===== config.mk =====
export PLATFORM = sky130hd
export DESIGN_NAME = range_selection_table_flat
export DESIGN_NICKNAME = d
export VERILOG_FILES = /design/src/design/rst_pkg.sv /design/src/design/rst_in_if.sv /design/src/design/rst_out_if.sv /design/src/design/range_selection_table.sv /design/src/design/rst_cell.sv /design/src/design/rst_builder.sv /design/src/flat_wrapper.sv
export SDC_FILE = /design/constraint.sdc
export NUM_CORES = 2
export LEC_CHECK = 0
export ABC_AREA = 1
export BUFFER_PORTS_ARGS = -buffer_cell sky130_fd_sc_hd__buf_2
export CORE_MARGIN = 2
export CORE_UTILIZATION = 30
export CTS_BUF_LIST = sky130_fd_sc_hd__clkbuf_8
export CTS_CLUSTER_SIZE = 16
export DETAILED_ROUTE_END_ITERATION = 7
export PLACE_DENSITY = 0.44
export SYNTH_ARGS = -nofsm -noshare
export SYNTH_HDL_FRONTEND = slang
export SYNTH_SLANG_ARGS = --single-unit

===== constraint.sdc =====
create_clock -name i_clk -period 16.1 [get_ports i_clk]
set_clock_uncertainty 0.1 [all_clocks]
set_input_delay 1.61 -clock i_clk [delete_from_list [all_inputs] [get_ports i_clk]]
set_output_delay 1.61 -clock i_clk [all_outputs]
set_load 0.01 [all_outputs]

===== src/design/rst_pkg.sv =====
`default_nettype none
package rst_pkg;

    localparam int MAX_RANGES = 16;
    localparam int IDX_W      = $clog2(MAX_RANGES);
    localparam int CNT_W      = $clog2(MAX_RANGES + 1);
    localparam logic [16:0] ITEM_LIMIT = 17'd65535;

    typedef enum logic [2:0] {
        CMD_SELECT    = 3'd0,
        CMD_DESELECT  = 3'd1,
        CMD_QUERY     = 3'd2,
        CMD_INSERT    = 3'd3,
        CMD_REMOVE    = 3'd4,
        CMD_CLEAR     = 3'd5,
        CMD_SET_TOTAL = 3'd6
    } t_cmd;

    typedef enum logic [2:0] {
        S_IDLE,
        S_SCAN,
        S_TAIL,
        S_FLUSH,
        S_LOAD,
        S_REPORT
    } t_state;

    typedef struct packed {
        logic        vld;
        logic [16:0] s;
        logic [16:0] e;
    } t_add;

    typedef struct packed {
        logic start;
        logic flush;
        t_add add;
    } t_bctl;

    typedef struct packed {
        logic [CNT_W-1:0] n;
        logic             over;
        logic [15:0]      sum;
    } t_bstat;

    function automatic logic [16:0] min17(input logic [16:0] a, input logic [16:0] b);
        return (a < b) ? a : b;
    endfunction

    function automatic logic [16:0] max17(input logic [16:0] a, input logic [16:0] b);
        return (a > b) ? a : b;
    endfunction

endpackage
`default_nettype wire


===== src/design/rst_in_if.sv =====
`default_nettype none
interface rst_in_if;
    logic        valid;
    logic        ready;
    logic [2:0]  cmd;
    logic [15:0] index;
    logic [15:0] count;

    modport source (output valid, output cmd, output index, output count, input ready);
    modport sink (input valid, input cmd, input index, input count, output ready);
endinterface
`default_nettype wire


===== src/design/rst_out_if.sv =====
`default_nettype none
interface rst_out_if;
    logic        valid;
    logic        ready;
    logic        is_selected;
    logic [15:0] selected_total;
    logic [15:0] item_total;
    logic        table_full;

    modport source (output valid, output is_selected, output selected_total,
                    output item_total, output table_full, input ready);
    modport sink (input valid, input is_selected, input selected_total,
                  input item_total, input table_full, output ready);
endinterface
`default_nettype wire


===== src/design/range_selection_table.sv =====
// Range selection table: one command in, one status beat out.
// Clear, set-total upward, empty select/remove and unused codes go from accept straight
// to the report state; all other commands scan the cell chain, which rotates one range
// past the merge unit at a time, then pass the tail, flush and load states before the
// report. One command is in flight; the next is taken the cycle after its beat.
// Reset (synchronous, active low) empties the table and zeroes both totals.
`default_nettype none
module range_selection_table (
    input  wire logic i_clk,
    input  wire logic i_rst_n,
    rst_in_if.sink    i_cmd,
    rst_out_if.source o_res
);
    import rst_pkg::*;

    t_state           r_state, n_state;
    t_cmd             r_cmd, n_cmd;
    logic [16:0]      r_a, n_a;
    logic [16:0]      r_b, n_b;
    logic [15:0]      r_nt, n_nt;
    logic [15:0]      r_tot, n_tot;
    logic [15:0]      r_selt, n_selt;
    logic [CNT_W-1:0] r_used, n_used;
    logic [IDX_W-1:0] r_i, n_i;
    logic             r_ph, n_ph;
    logic             r_placed, n_placed;
    logic             r_sel, n_sel;
    logic             r_full, n_full;
    logic             r_ov, n_ov;
    logic             r_osel;
    logic [15:0]      r_ostot, r_oitot;
    logic             r_ofull;

    t_bctl       bctl;
    t_bstat      bstat;
    logic [15:0] ws [MAX_RANGES];
    logic [15:0] we [MAX_RANGES];
    logic [15:0] cs [MAX_RANGES];
    logic [15:0] ce [MAX_RANGES];
    logic        shift, load;

    logic [16:0] idx, cnt, sum_ic, tot17, hs, he;
    logic        act;
    t_add        xa, ya;

    genvar k;
    generate
        for (k = 0; k < MAX_RANGES; k++) begin : g_cell
            rst_cell u_cell (
                .i_clk  (i_clk),
                .i_shift(shift),
                .i_load (load),
                .i_nb_s (cs[(k + 1) % MAX_RANGES]),
                .i_nb_e (ce[(k + 1) % MAX_RANGES]),
                .i_ld_s (ws[k]),
                .i_ld_e (we[k]),
                .o_s    (cs[k]),
                .o_e    (ce[k])
            );
        end
    endgenerate

    rst_builder u_builder (
        .i_clk (i_clk),
        .i_rst_n(i_rst_n),
        .i_ctl (bctl),
        .o_stat(bstat),
        .o_ws  (ws),
        .o_we  (we)
    );

    assign idx    = {1'b0, i_cmd.index};
    assign cnt    = {1'b0, i_cmd.count};
    assign sum_ic = idx + cnt;
    assign tot17  = {1'b0, r_tot};
    assign hs     = {1'b0, cs[0]};
    assign he     = {1'b0, ce[0]};
    assign act    = {1'b0, r_i} < r_used;

    // Per-range candidates: first and second add for the head range.
    always_comb begin
        xa = '0;
        ya = '0;
        case (r_cmd)
            CMD_SELECT: begin
                xa = '{vld: !r_placed && hs > r_a, s: r_a, e: r_b};
                ya = '{vld: 1'b1, s: hs, e: he};
            end
            CMD_DESELECT: begin
                xa = '{vld: 1'b1, s: hs, e: min17(he, r_a)};
                ya = '{vld: 1'b1, s: max17(hs, r_b), e: he};
            end
            CMD_INSERT: begin
                if (he <= r_a) begin
                    xa = '{vld: 1'b1, s: hs, e: he};
                end else if (hs >= r_a) begin
                    xa = '{vld: 1'b1, s: min17(hs + r_b, {1'b0, r_nt}),
                           e: min17(he + r_b, {1'b0, r_nt})};
                end else begin
                    xa = '{vld: 1'b1, s: hs, e: r_a};
                    ya = '{vld: 1'b1, s: min17(r_a + r_b, {1'b0, r_nt}),
                           e: min17(he + r_b, {1'b0, r_nt})};
                end
            end
            CMD_REMOVE: begin
                xa.vld = 1'b1;
                xa.s = (hs <= r_a) ? hs : (hs < r_b) ? r_a : hs - (r_b - r_a);
                xa.e = (he <= r_a) ? he : (he < r_b) ? r_a : he - (r_b - r_a);
            end
            default: begin
            end
        endcase
    end

    always_comb begin
        n_state  = r_state;
        n_cmd    = r_cmd;
        n_a      = r_a;
        n_b      = r_b;
        n_nt     = r_nt;
        n_tot    = r_tot;
        n_selt   = r_selt;
        n_used   = r_used;
        n_i      = r_i;
        n_ph     = r_ph;
        n_placed = r_placed;
        n_sel    = r_sel;
        n_full   = r_full;
        n_ov     = r_ov;
        bctl     = '0;
        shift    = 1'b0;
        load     = 1'b0;
        if (o_res.valid && o_res.ready) begin
            n_ov = 1'b0;
        end
        unique case (r_state)
            S_IDLE: begin
                if (i_cmd.valid && !r_ov) begin
                    n_cmd    = t_cmd'(i_cmd.cmd);
                    n_a      = idx;
                    n_i      = '0;
                    n_ph     = 1'b0;
                    n_placed = 1'b0;
                    n_sel    = 1'b0;
                    n_full   = 1'b0;
                    n_state  = S_REPORT;
                    bctl.start = 1'b1;
                    case (t_cmd'(i_cmd.cmd))
                        CMD_SELECT: begin
                            n_b = min17(sum_ic, tot17);
                            if (idx < min17(sum_ic, tot17)) n_state = S_SCAN;
                        end
                        CMD_DESELECT: begin
                            n_b     = sum_ic;
                            n_state = S_SCAN;
                        end
                        CMD_QUERY: n_state = S_SCAN;
                        CMD_INSERT: begin
                            n_b     = cnt;
                            n_nt    = 16'(min17(max17(tot17 + cnt, sum_ic), ITEM_LIMIT));
                            n_state = S_SCAN;
                        end
                        CMD_REMOVE: begin
                            n_b = min17(sum_ic, tot17);
                            if (idx < min17(sum_ic, tot17)) n_state = S_SCAN;
                        end
                        CMD_CLEAR: begin
                            n_used = '0;
                            n_selt = '0;
                        end
                        CMD_SET_TOTAL: begin
                            if (cnt < tot17) begin
                                n_cmd   = CMD_REMOVE;
                                n_a     = cnt;
                                n_b     = tot17;
                                n_state = S_SCAN;
                            end else begin
                                n_tot = i_cmd.count;
                            end
                        end
                        default: begin
                        end
                    endcase
                end
            end
            S_SCAN: begin
                if (!r_ph) begin
                    bctl.add     = xa;
                    bctl.add.vld = xa.vld && act;
                    if (xa.vld && act && r_cmd == CMD_SELECT) n_placed = 1'b1;
                    if (act && r_cmd == CMD_QUERY && hs <= r_a && r_a < he) n_sel = 1'b1;
                    n_ph = 1'b1;
                end else begin
                    bctl.add     = ya;
                    bctl.add.vld = ya.vld && act;
                    shift = 1'b1;
                    n_ph  = 1'b0;
                    n_i   = r_i + IDX_W'(1);
                    if (r_i == IDX_W'(MAX_RANGES - 1)) n_state = S_TAIL;
                end
            end
            S_TAIL: begin
                bctl.add = '{vld: r_cmd == CMD_SELECT && !r_placed, s: r_a, e: r_b};
                n_state  = S_FLUSH;
            end
            S_FLUSH: begin
                bctl.flush = 1'b1;
                n_state    = S_LOAD;
            end
            S_LOAD: begin
                if (r_cmd != CMD_QUERY) begin
                    if (bstat.over) begin
                        n_full = 1'b1;
                    end else begin
                        load   = 1'b1;
                        n_used = bstat.n;
                        n_selt = bstat.sum;
                        if (r_cmd == CMD_INSERT) n_tot = r_nt;
                        if (r_cmd == CMD_REMOVE) n_tot = r_tot - 16'(r_b - r_a);
                    end
                end
                n_state = S_REPORT;
            end
            S_REPORT: begin
                n_ov    = 1'b1;
                n_state = S_IDLE;
            end
            default: n_state = S_IDLE;
        endcase
    end

    always_ff @(posedge i_clk) begin
        if (!i_rst_n) begin
            r_state <= S_IDLE;
            r_tot   <= '0;
            r_selt  <= '0;
            r_used  <= '0;
            r_ov    <= 1'b0;
        end else begin
            r_state <= n_state;
            r_tot   <= n_tot;
            r_selt  <= n_selt;
            r_used  <= n_used;
            r_ov    <= n_ov;
        end
    end

    always_ff @(posedge i_clk) begin
        r_cmd    <= n_cmd;
        r_a      <= n_a;
        r_b      <= n_b;
        r_nt     <= n_nt;
        r_i      <= n_i;
        r_ph     <= n_ph;
        r_placed <= n_placed;
        r_sel    <= n_sel;
        r_full   <= n_full;
        // Capture the result beat as the report state hands off.
        if (r_state == S_REPORT) begin
            r_osel  <= r_sel;
            r_ostot <= r_selt;
            r_oitot <= r_tot;
            r_ofull <= r_full;
        end
    end

    assign i_cmd.ready          = (r_state == S_IDLE) && !r_ov;
    assign o_res.valid          = r_ov;
    assign o_res.is_selected    = r_osel;
    assign o_res.selected_total = r_ostot;
    assign o_res.item_total     = r_oitot;
    assign o_res.table_full     = r_ofull;

    a_used_bound: assert property (@(posedge i_clk) disable iff (!i_rst_n)
        r_used <= CNT_W'(MAX_RANGES))
        else $error("range count exceeds table depth");

    a_sel_le_tot: assert property (@(posedge i_clk) disable iff (!i_rst_n)
        r_selt <= r_tot)
        else $error("selected total above item total");

    a_accept_busy: assert property (@(posedge i_clk) disable iff (!i_rst_n)
        i_cmd.valid && i_cmd.ready |=> r_state != S_IDLE)
        else $error("accepted beat left control idle");

    a_full_cmd: assert property (@(posedge i_clk) disable iff (!i_rst_n)
        r_state == S_REPORT && r_full |->
            (r_cmd == CMD_SELECT || r_cmd == CMD_DESELECT || r_cmd == CMD_INSERT))
        else $error("table full flagged on a command that cannot grow the table");
endmodule
`default_nettype wire


===== src/design/rst_cell.sv =====
`default_nettype none
module rst_cell (
    input  wire logic        i_clk,
    input  wire logic        i_shift,
    input  wire logic        i_load,
    input  wire logic [15:0] i_nb_s,
    input  wire logic [15:0] i_nb_e,
    input  wire logic [15:0] i_ld_s,
    input  wire logic [15:0] i_ld_e,
    output logic      [15:0] o_s,
    output logic      [15:0] o_e
);
    logic [15:0] r_s;
    logic [15:0] r_e;

    always_ff @(posedge i_clk) begin
        if (i_load) begin
            r_s <= i_ld_s;
            r_e <= i_ld_e;
        end else if (i_shift) begin
            r_s <= i_nb_s;
            r_e <= i_nb_e;
        end
    end

    assign o_s = r_s;
    assign o_e = r_e;
endmodule
`default_nettype wire


===== src/design/rst_builder.sv =====
`default_nettype none
module rst_builder (
    input  wire logic           i_clk,
    input  wire logic           i_rst_n,
    input  wire rst_pkg::t_bctl i_ctl,
    output rst_pkg::t_bstat     o_stat,
    output logic [15:0]         o_ws [rst_pkg::MAX_RANGES],
    output logic [15:0]         o_we [rst_pkg::MAX_RANGES]
);
    import rst_pkg::*;

    logic [CNT_W-1:0] r_n;
    logic             r_over;
    logic [15:0]      r_sum;
    logic [16:0]      r_ps;
    logic [16:0]      r_pe;
    logic [15:0]      r_ws [MAX_RANGES];
    logic [15:0]      r_we [MAX_RANGES];
    logic [CNT_W-1:0] nm1;
    logic [15:0]      plen;

    assign nm1  = r_n - CNT_W'(1);
    assign plen = 16'(r_pe - r_ps);

    always_ff @(posedge i_clk) begin
        if (!i_rst_n || i_ctl.start) begin
            r_n    <= '0;
            r_over <= 1'b0;
            r_sum  <= '0;
        end else if (i_ctl.flush) begin
            if (r_n != '0) begin
                r_sum <= r_sum + plen;
            end
        end else if (i_ctl.add.vld && (i_ctl.add.e > i_ctl.add.s)) begin
            if (r_n != '0 && i_ctl.add.s <= r_pe) begin
                r_pe <= max17(r_pe, i_ctl.add.e);
            end else if (r_n == CNT_W'(MAX_RANGES)) begin
                r_over <= 1'b1;
            end else begin
                if (r_n != '0) begin
                    r_sum <= r_sum + plen;
                end
                r_ps <= i_ctl.add.s;
                r_pe <= i_ctl.add.e;
                r_n  <= r_n + CNT_W'(1);
            end
        end
    end

    // Retire the pending range into the table when a new one opens or on flush.
    always_ff @(posedge i_clk) begin
        if (r_n != '0 && (i_ctl.flush || (i_ctl.add.vld && !i_ctl.start
            && (i_ctl.add.e > i_ctl.add.s) && (i_ctl.add.s > r_pe)
            && r_n != CNT_W'(MAX_RANGES)))) begin
            r_ws[nm1[IDX_W-1:0]] <= r_ps[15:0];
            r_we[nm1[IDX_W-1:0]] <= r_pe[15:0];
        end
    end

    assign o_stat.n    = r_n;
    assign o_stat.over = r_over;
    assign o_stat.sum  = r_sum;
    assign o_ws = r_ws;
    assign o_we = r_we;
endmodule
`default_nettype wire

===== src/flat_wrapper.sv =====
// flat-port wrapper written by rule: the top's interface ports become plain ports
module range_selection_table_flat import rst_pkg::*;
  (i_clk, i_rst_n, i_cmd_valid, i_cmd_cmd, i_cmd_index, i_cmd_count, i_cmd_ready, o_res_valid, o_res_is_selected, o_res_selected_total, o_res_item_total, o_res_table_full, o_res_ready);
  rst_in_if i_cmd_i ();
  rst_out_if o_res_i ();
  input  wire logic i_clk;
  input  wire logic i_rst_n;
  input wire logic [$bits(i_cmd_i.valid)-1:0] i_cmd_valid;
  input wire logic [$bits(i_cmd_i.cmd)-1:0] i_cmd_cmd;
  input wire logic [$bits(i_cmd_i.index)-1:0] i_cmd_index;
  input wire logic [$bits(i_cmd_i.count)-1:0] i_cmd_count;
  output wire logic [$bits(i_cmd_i.ready)-1:0] i_cmd_ready;
  output wire logic [$bits(o_res_i.valid)-1:0] o_res_valid;
  output wire logic [$bits(o_res_i.is_selected)-1:0] o_res_is_selected;
  output wire logic [$bits(o_res_i.selected_total)-1:0] o_res_selected_total;
  output wire logic [$bits(o_res_i.item_total)-1:0] o_res_item_total;
  output wire logic [$bits(o_res_i.table_full)-1:0] o_res_table_full;
  input wire logic [$bits(o_res_i.ready)-1:0] o_res_ready;
  assign i_cmd_i.valid = i_cmd_valid;
  assign i_cmd_i.cmd = i_cmd_cmd;
  assign i_cmd_i.index = i_cmd_index;
  assign i_cmd_i.count = i_cmd_count;
  assign i_cmd_ready = i_cmd_i.ready;
  assign o_res_valid = o_res_i.valid;
  assign o_res_is_selected = o_res_i.is_selected;
  assign o_res_selected_total = o_res_i.selected_total;
  assign o_res_item_total = o_res_i.item_total;
  assign o_res_table_full = o_res_i.table_full;
  assign o_res_i.ready = o_res_ready;
  range_selection_table u_core (.i_clk(i_clk), .i_rst_n(i_rst_n), .i_cmd(i_cmd_i), .o_res(o_res_i));
endmodule

==> results.md <==
* Outcome: complete, no violations
* Hold Vio Cnt, Final at 0
* Largest area contributor in the netlist: edfxtp_1
* Sequential cell area at 35800 um^2
* Drt wl/cell at 24.0 um
* Post-synth EDFFs at 1151
* # resized after CTS at 0
* Max FO, Critical Path at 32
* TritonCTS clock tree: yes
* Critical path required time at 16530 ps
* Ys async rst share at 0
* Final setup fails at 0
* Gate count after technology mapping at roughly 6500
* DRC at 0
* Number of port buffers at 74
* Slowest-stage cell, CP: nor2_4
* Final net count at 7150
* Synthesized area at 62700 um^2
* Pwr Density at around 190 nW/um^2
* Worst-margin pin slew at 1280 ps
* Most frequent cell after synthesis: nand2_1
* Drt first-iter violations at 3631
* Root buf cell: clkbuf_8
* Clk_lat worst skew at 1000 ps
* Cell Rows at roughly 170
* Final Max Tran Viols at 0
* Top area cells in the synthesized netlist: edfxtp_1 (55%), nand2_1 (15%), ha_1 (7.8%)
* WHS Endpoint: u_core.o_res.selected_total[5]
* H-tree Lvls at 4
* Post-Syn Area per Cell at 9.60 um^2
* CTS sink count at ~1200
* Max incr delay on CP at ~890 ps
* Total gr overflow at 0
* P&R area growth vs syn at 12.8%
* Setup Buffers After CTS at 0
* Most used DFF post-synth: edfxtp_1
* IO Count at 75
* Initial antenna violation count at 14
* Synth warn at 0
* Post-DP HPWL at 167000 um
* Design Area, Final at 70700 um^2
* Hold-fix buffers, CTS at 0
* Final GP Congestion at 0.987
* Fill count at approximately 21000
* Max_cap viols at 0
* Max VDD drop at 0.000125 V
* Max_slew headroom at 0.143
* R2R depth at 38
* Reg-to-reg startpoint: u_core.r_b[1]
* Routed wire length at about 230000 um
* Die Ht at 461 um
* Min-delay src: u_core.r_selt[5]
* Yosys top cell area share at 0.551
* Ratio of cells with drive above 1 in the final layout at 0.0764
* DIE WIDTH at 461 um
* Fmax at 98.9 MHz
* TritonCTS buffer count at 210
* Global Route Usage Sum at 0.216
* DR vias at between 40000 and 50000
* TritonRoute pass-1 iters at 6
* Critical path type: reg -> reg
* Kind of start point of the critical path: flip-flop
* Area after DPL at between 60000 and 70000 um^2
* Vias per cell at 4.87
* Multi-input logic area at 24000 um^2
* Seq/Total Area, Yosys at 0.571
* Longest Clk Path Bufs at 3
* Flop-to-flop setup slack at 5990 ps
* Hold-critical path depth at 0
* Unique cell type count in the Yosys netlist at 61
* Most used cell, CP: nand2_1
* Number of synthesized register bits at ~1200
* Hold Path Class: reg -> reg
* Pin count of the biggest net entering global routing at roughly 200
* Die Footprint at ~210000 um^2
* Core area at ~210000 um^2
* Post-Syn Nets at between 6000 and 7000
* RSZ-0062 raised after global routing: no
* Clock slew at reported path FFs at 60 ps
* Most frequent cells after synthesis: nand2_1 (2433), edfxtp_1 (1151), inv_1 (546)
* RR Endpoint: u_core.u_builder.o_we[66]
* TNS Setup at 0 ps
* Fin crit period at 10110 ps
* Crit path capture type: flip-flop
* Initial Util at 0.302
* First-pass GRT wire length at 333000 um
* Fin crit share at 0.628
* Vias in the first global route at 46700
* Post-DRT Antenna Nets at 0
* Lkg Pwr at roughly 30 nW
* Arrival time of the worst setup path at 10540 ps
-- cells by family (layout without fill, tap and decap cells) --
family,Yosys count,count (layout),share of synthesized area
flops,1214,1214,0.571
compound gates,900,900,0.0789
fa+ha+maj,415,415,0.0857
buf+inv,788,1126,0.0497
simple gates,3087,3087,0.196
xor+xnor,128,128,0.0185
other cells,0,7,0
-- metrics by stage --
stage               worst slack (ps)  cells  hold slack (ps)  power, mW  utilization
floorplan                       2360   6532              300       8.77            -
global placement                5800   9272              317       10.8        0.321
detailed placement              6000   9272              315       10.7        0.321
CTS                             5910   9658              313       13.6        0.341
global route                    5250   9663              308       14.5        0.341
finish                          5990   9665              326       13.6        0.341
-- where the power goes --
| group | switching [mW] | internal, mW | total (mW) | leakage (nW) |
|---|---|---|---|---|
| Sequential | 0.383 | 4.44 | 4.82 | 11.0 |
| Clock | 1.38 | 1.44 | 2.81 | 2.34 |
| Combinational | 4.27 | 1.66 | 5.93 | 16.1 |
-- flip-flops by register name (all words and copies together), names as in the netlist, 3 cells and up --
register / flops
u_core.g_cell.u_cell.o_e: 256
u_core.g_cell.u_cell.o_s: 256
u_core.u_builder.o_we: 256
u_core.u_builder.o_ws: 256
u_core.r_b: 17
u_core.u_builder.r_pe: 17
u_core.o_res.item_total: 16
u_core.o_res.selected_total: 16
u_core.r_a: 16
u_core.r_nt: 16
u_core.r_selt: 16
u_core.r_tot: 16
u_core.u_builder.r_ps: 16
u_core.u_builder.r_sum: 16
u_core.r_used: 5
u_core.u_builder.r_n: 5
u_core.r_i: 4
u_core.r_cmd: 3
u_core.r_state: 3
-- layout by cell type (no fill, tap or decap), types with 20 or more instances in the layout --
master and count:
a21oi_1 434, buf_2 74, buf_4 101, clkbuf_8 214, clkinv_1 58, clkinv_2 23, dfxtp_1 63, edfxtp_1 1151
fa_1 24, ha_1 391, inv_1 611, nand2_1 2432, nand3_1 216, nand4_1 62, nor2_1 254, nor2_4 22
nor3_1 41, o211ai_1 20, o21ai_0 260, o21ai_1 24, o21bai_1 20, o22ai_1 36, xnor2_1 28, xor2_1 96
-- cell type report --
type | instances | share of cell area
antenna | 7 | 0.000248
clock buffer | 214 | 0.0416
clock inverter | 172 | 0.0166
inverter | 561 | 0.0299
multi-input combinational | 4530 | 0.339
sequential | 1214 | 0.506
tap | 2788 | 0.0493
timing repair buffer | 179 | 0.0171
-- layer usage --
| layer | vias to the layer above | share of wire | global-route usage |
|---|---|---|---|
| met3 | 434 | 0.046 | 0.0312 |
| li1 | 22400 | - | - |
| met1 | 22900 | 0.44 | 0.283 |
| met5 | - | 0.00010 | 0 |
| met2 | 1346 | 0.46 | 0.346 |
| met4 | 4 | 0.054 | 0.110 |
-- worst max path at each step --
| stage | from | end | slack [ps] | cells after the start |
|---|---|---|---|---|
| 3_5_place_dp | u_core.r_b[8] | u_core.u_builder.o_we[67] | 6000 | 36 |
| 3_3_place_gp | u_core.r_b[8] | u_core.u_builder.o_we[67] | 5800 | 36 |
| 4_1_cts | u_core.r_b[8] | u_core.u_builder.o_we[66] | 5910 | 36 |
| 5_1_grt | u_core.r_b[1] | u_core.u_builder.o_we[57] | 5250 | 38 |
| 2_1_floorplan | u_core.r_state[0] | u_core.g_cell[0].u_cell.o_e[0] | 2360 | 10 |
| 6_report | u_core.r_b[1] | u_core.u_builder.o_we[66] | 5990 | 38 |
-- critical path: cells and delay by family, from the launching register on --
family | cells | cell delay (ps)
buf+inv | 2 | 640
fa+ha+maj | 3 | 1230
compound gates | 9 | 2200
simple gates | 23 | 4470
flops | 1 | 690
xor+xnor | 1 | 250
Note: power is estimated with default switching activity, not from simulation.
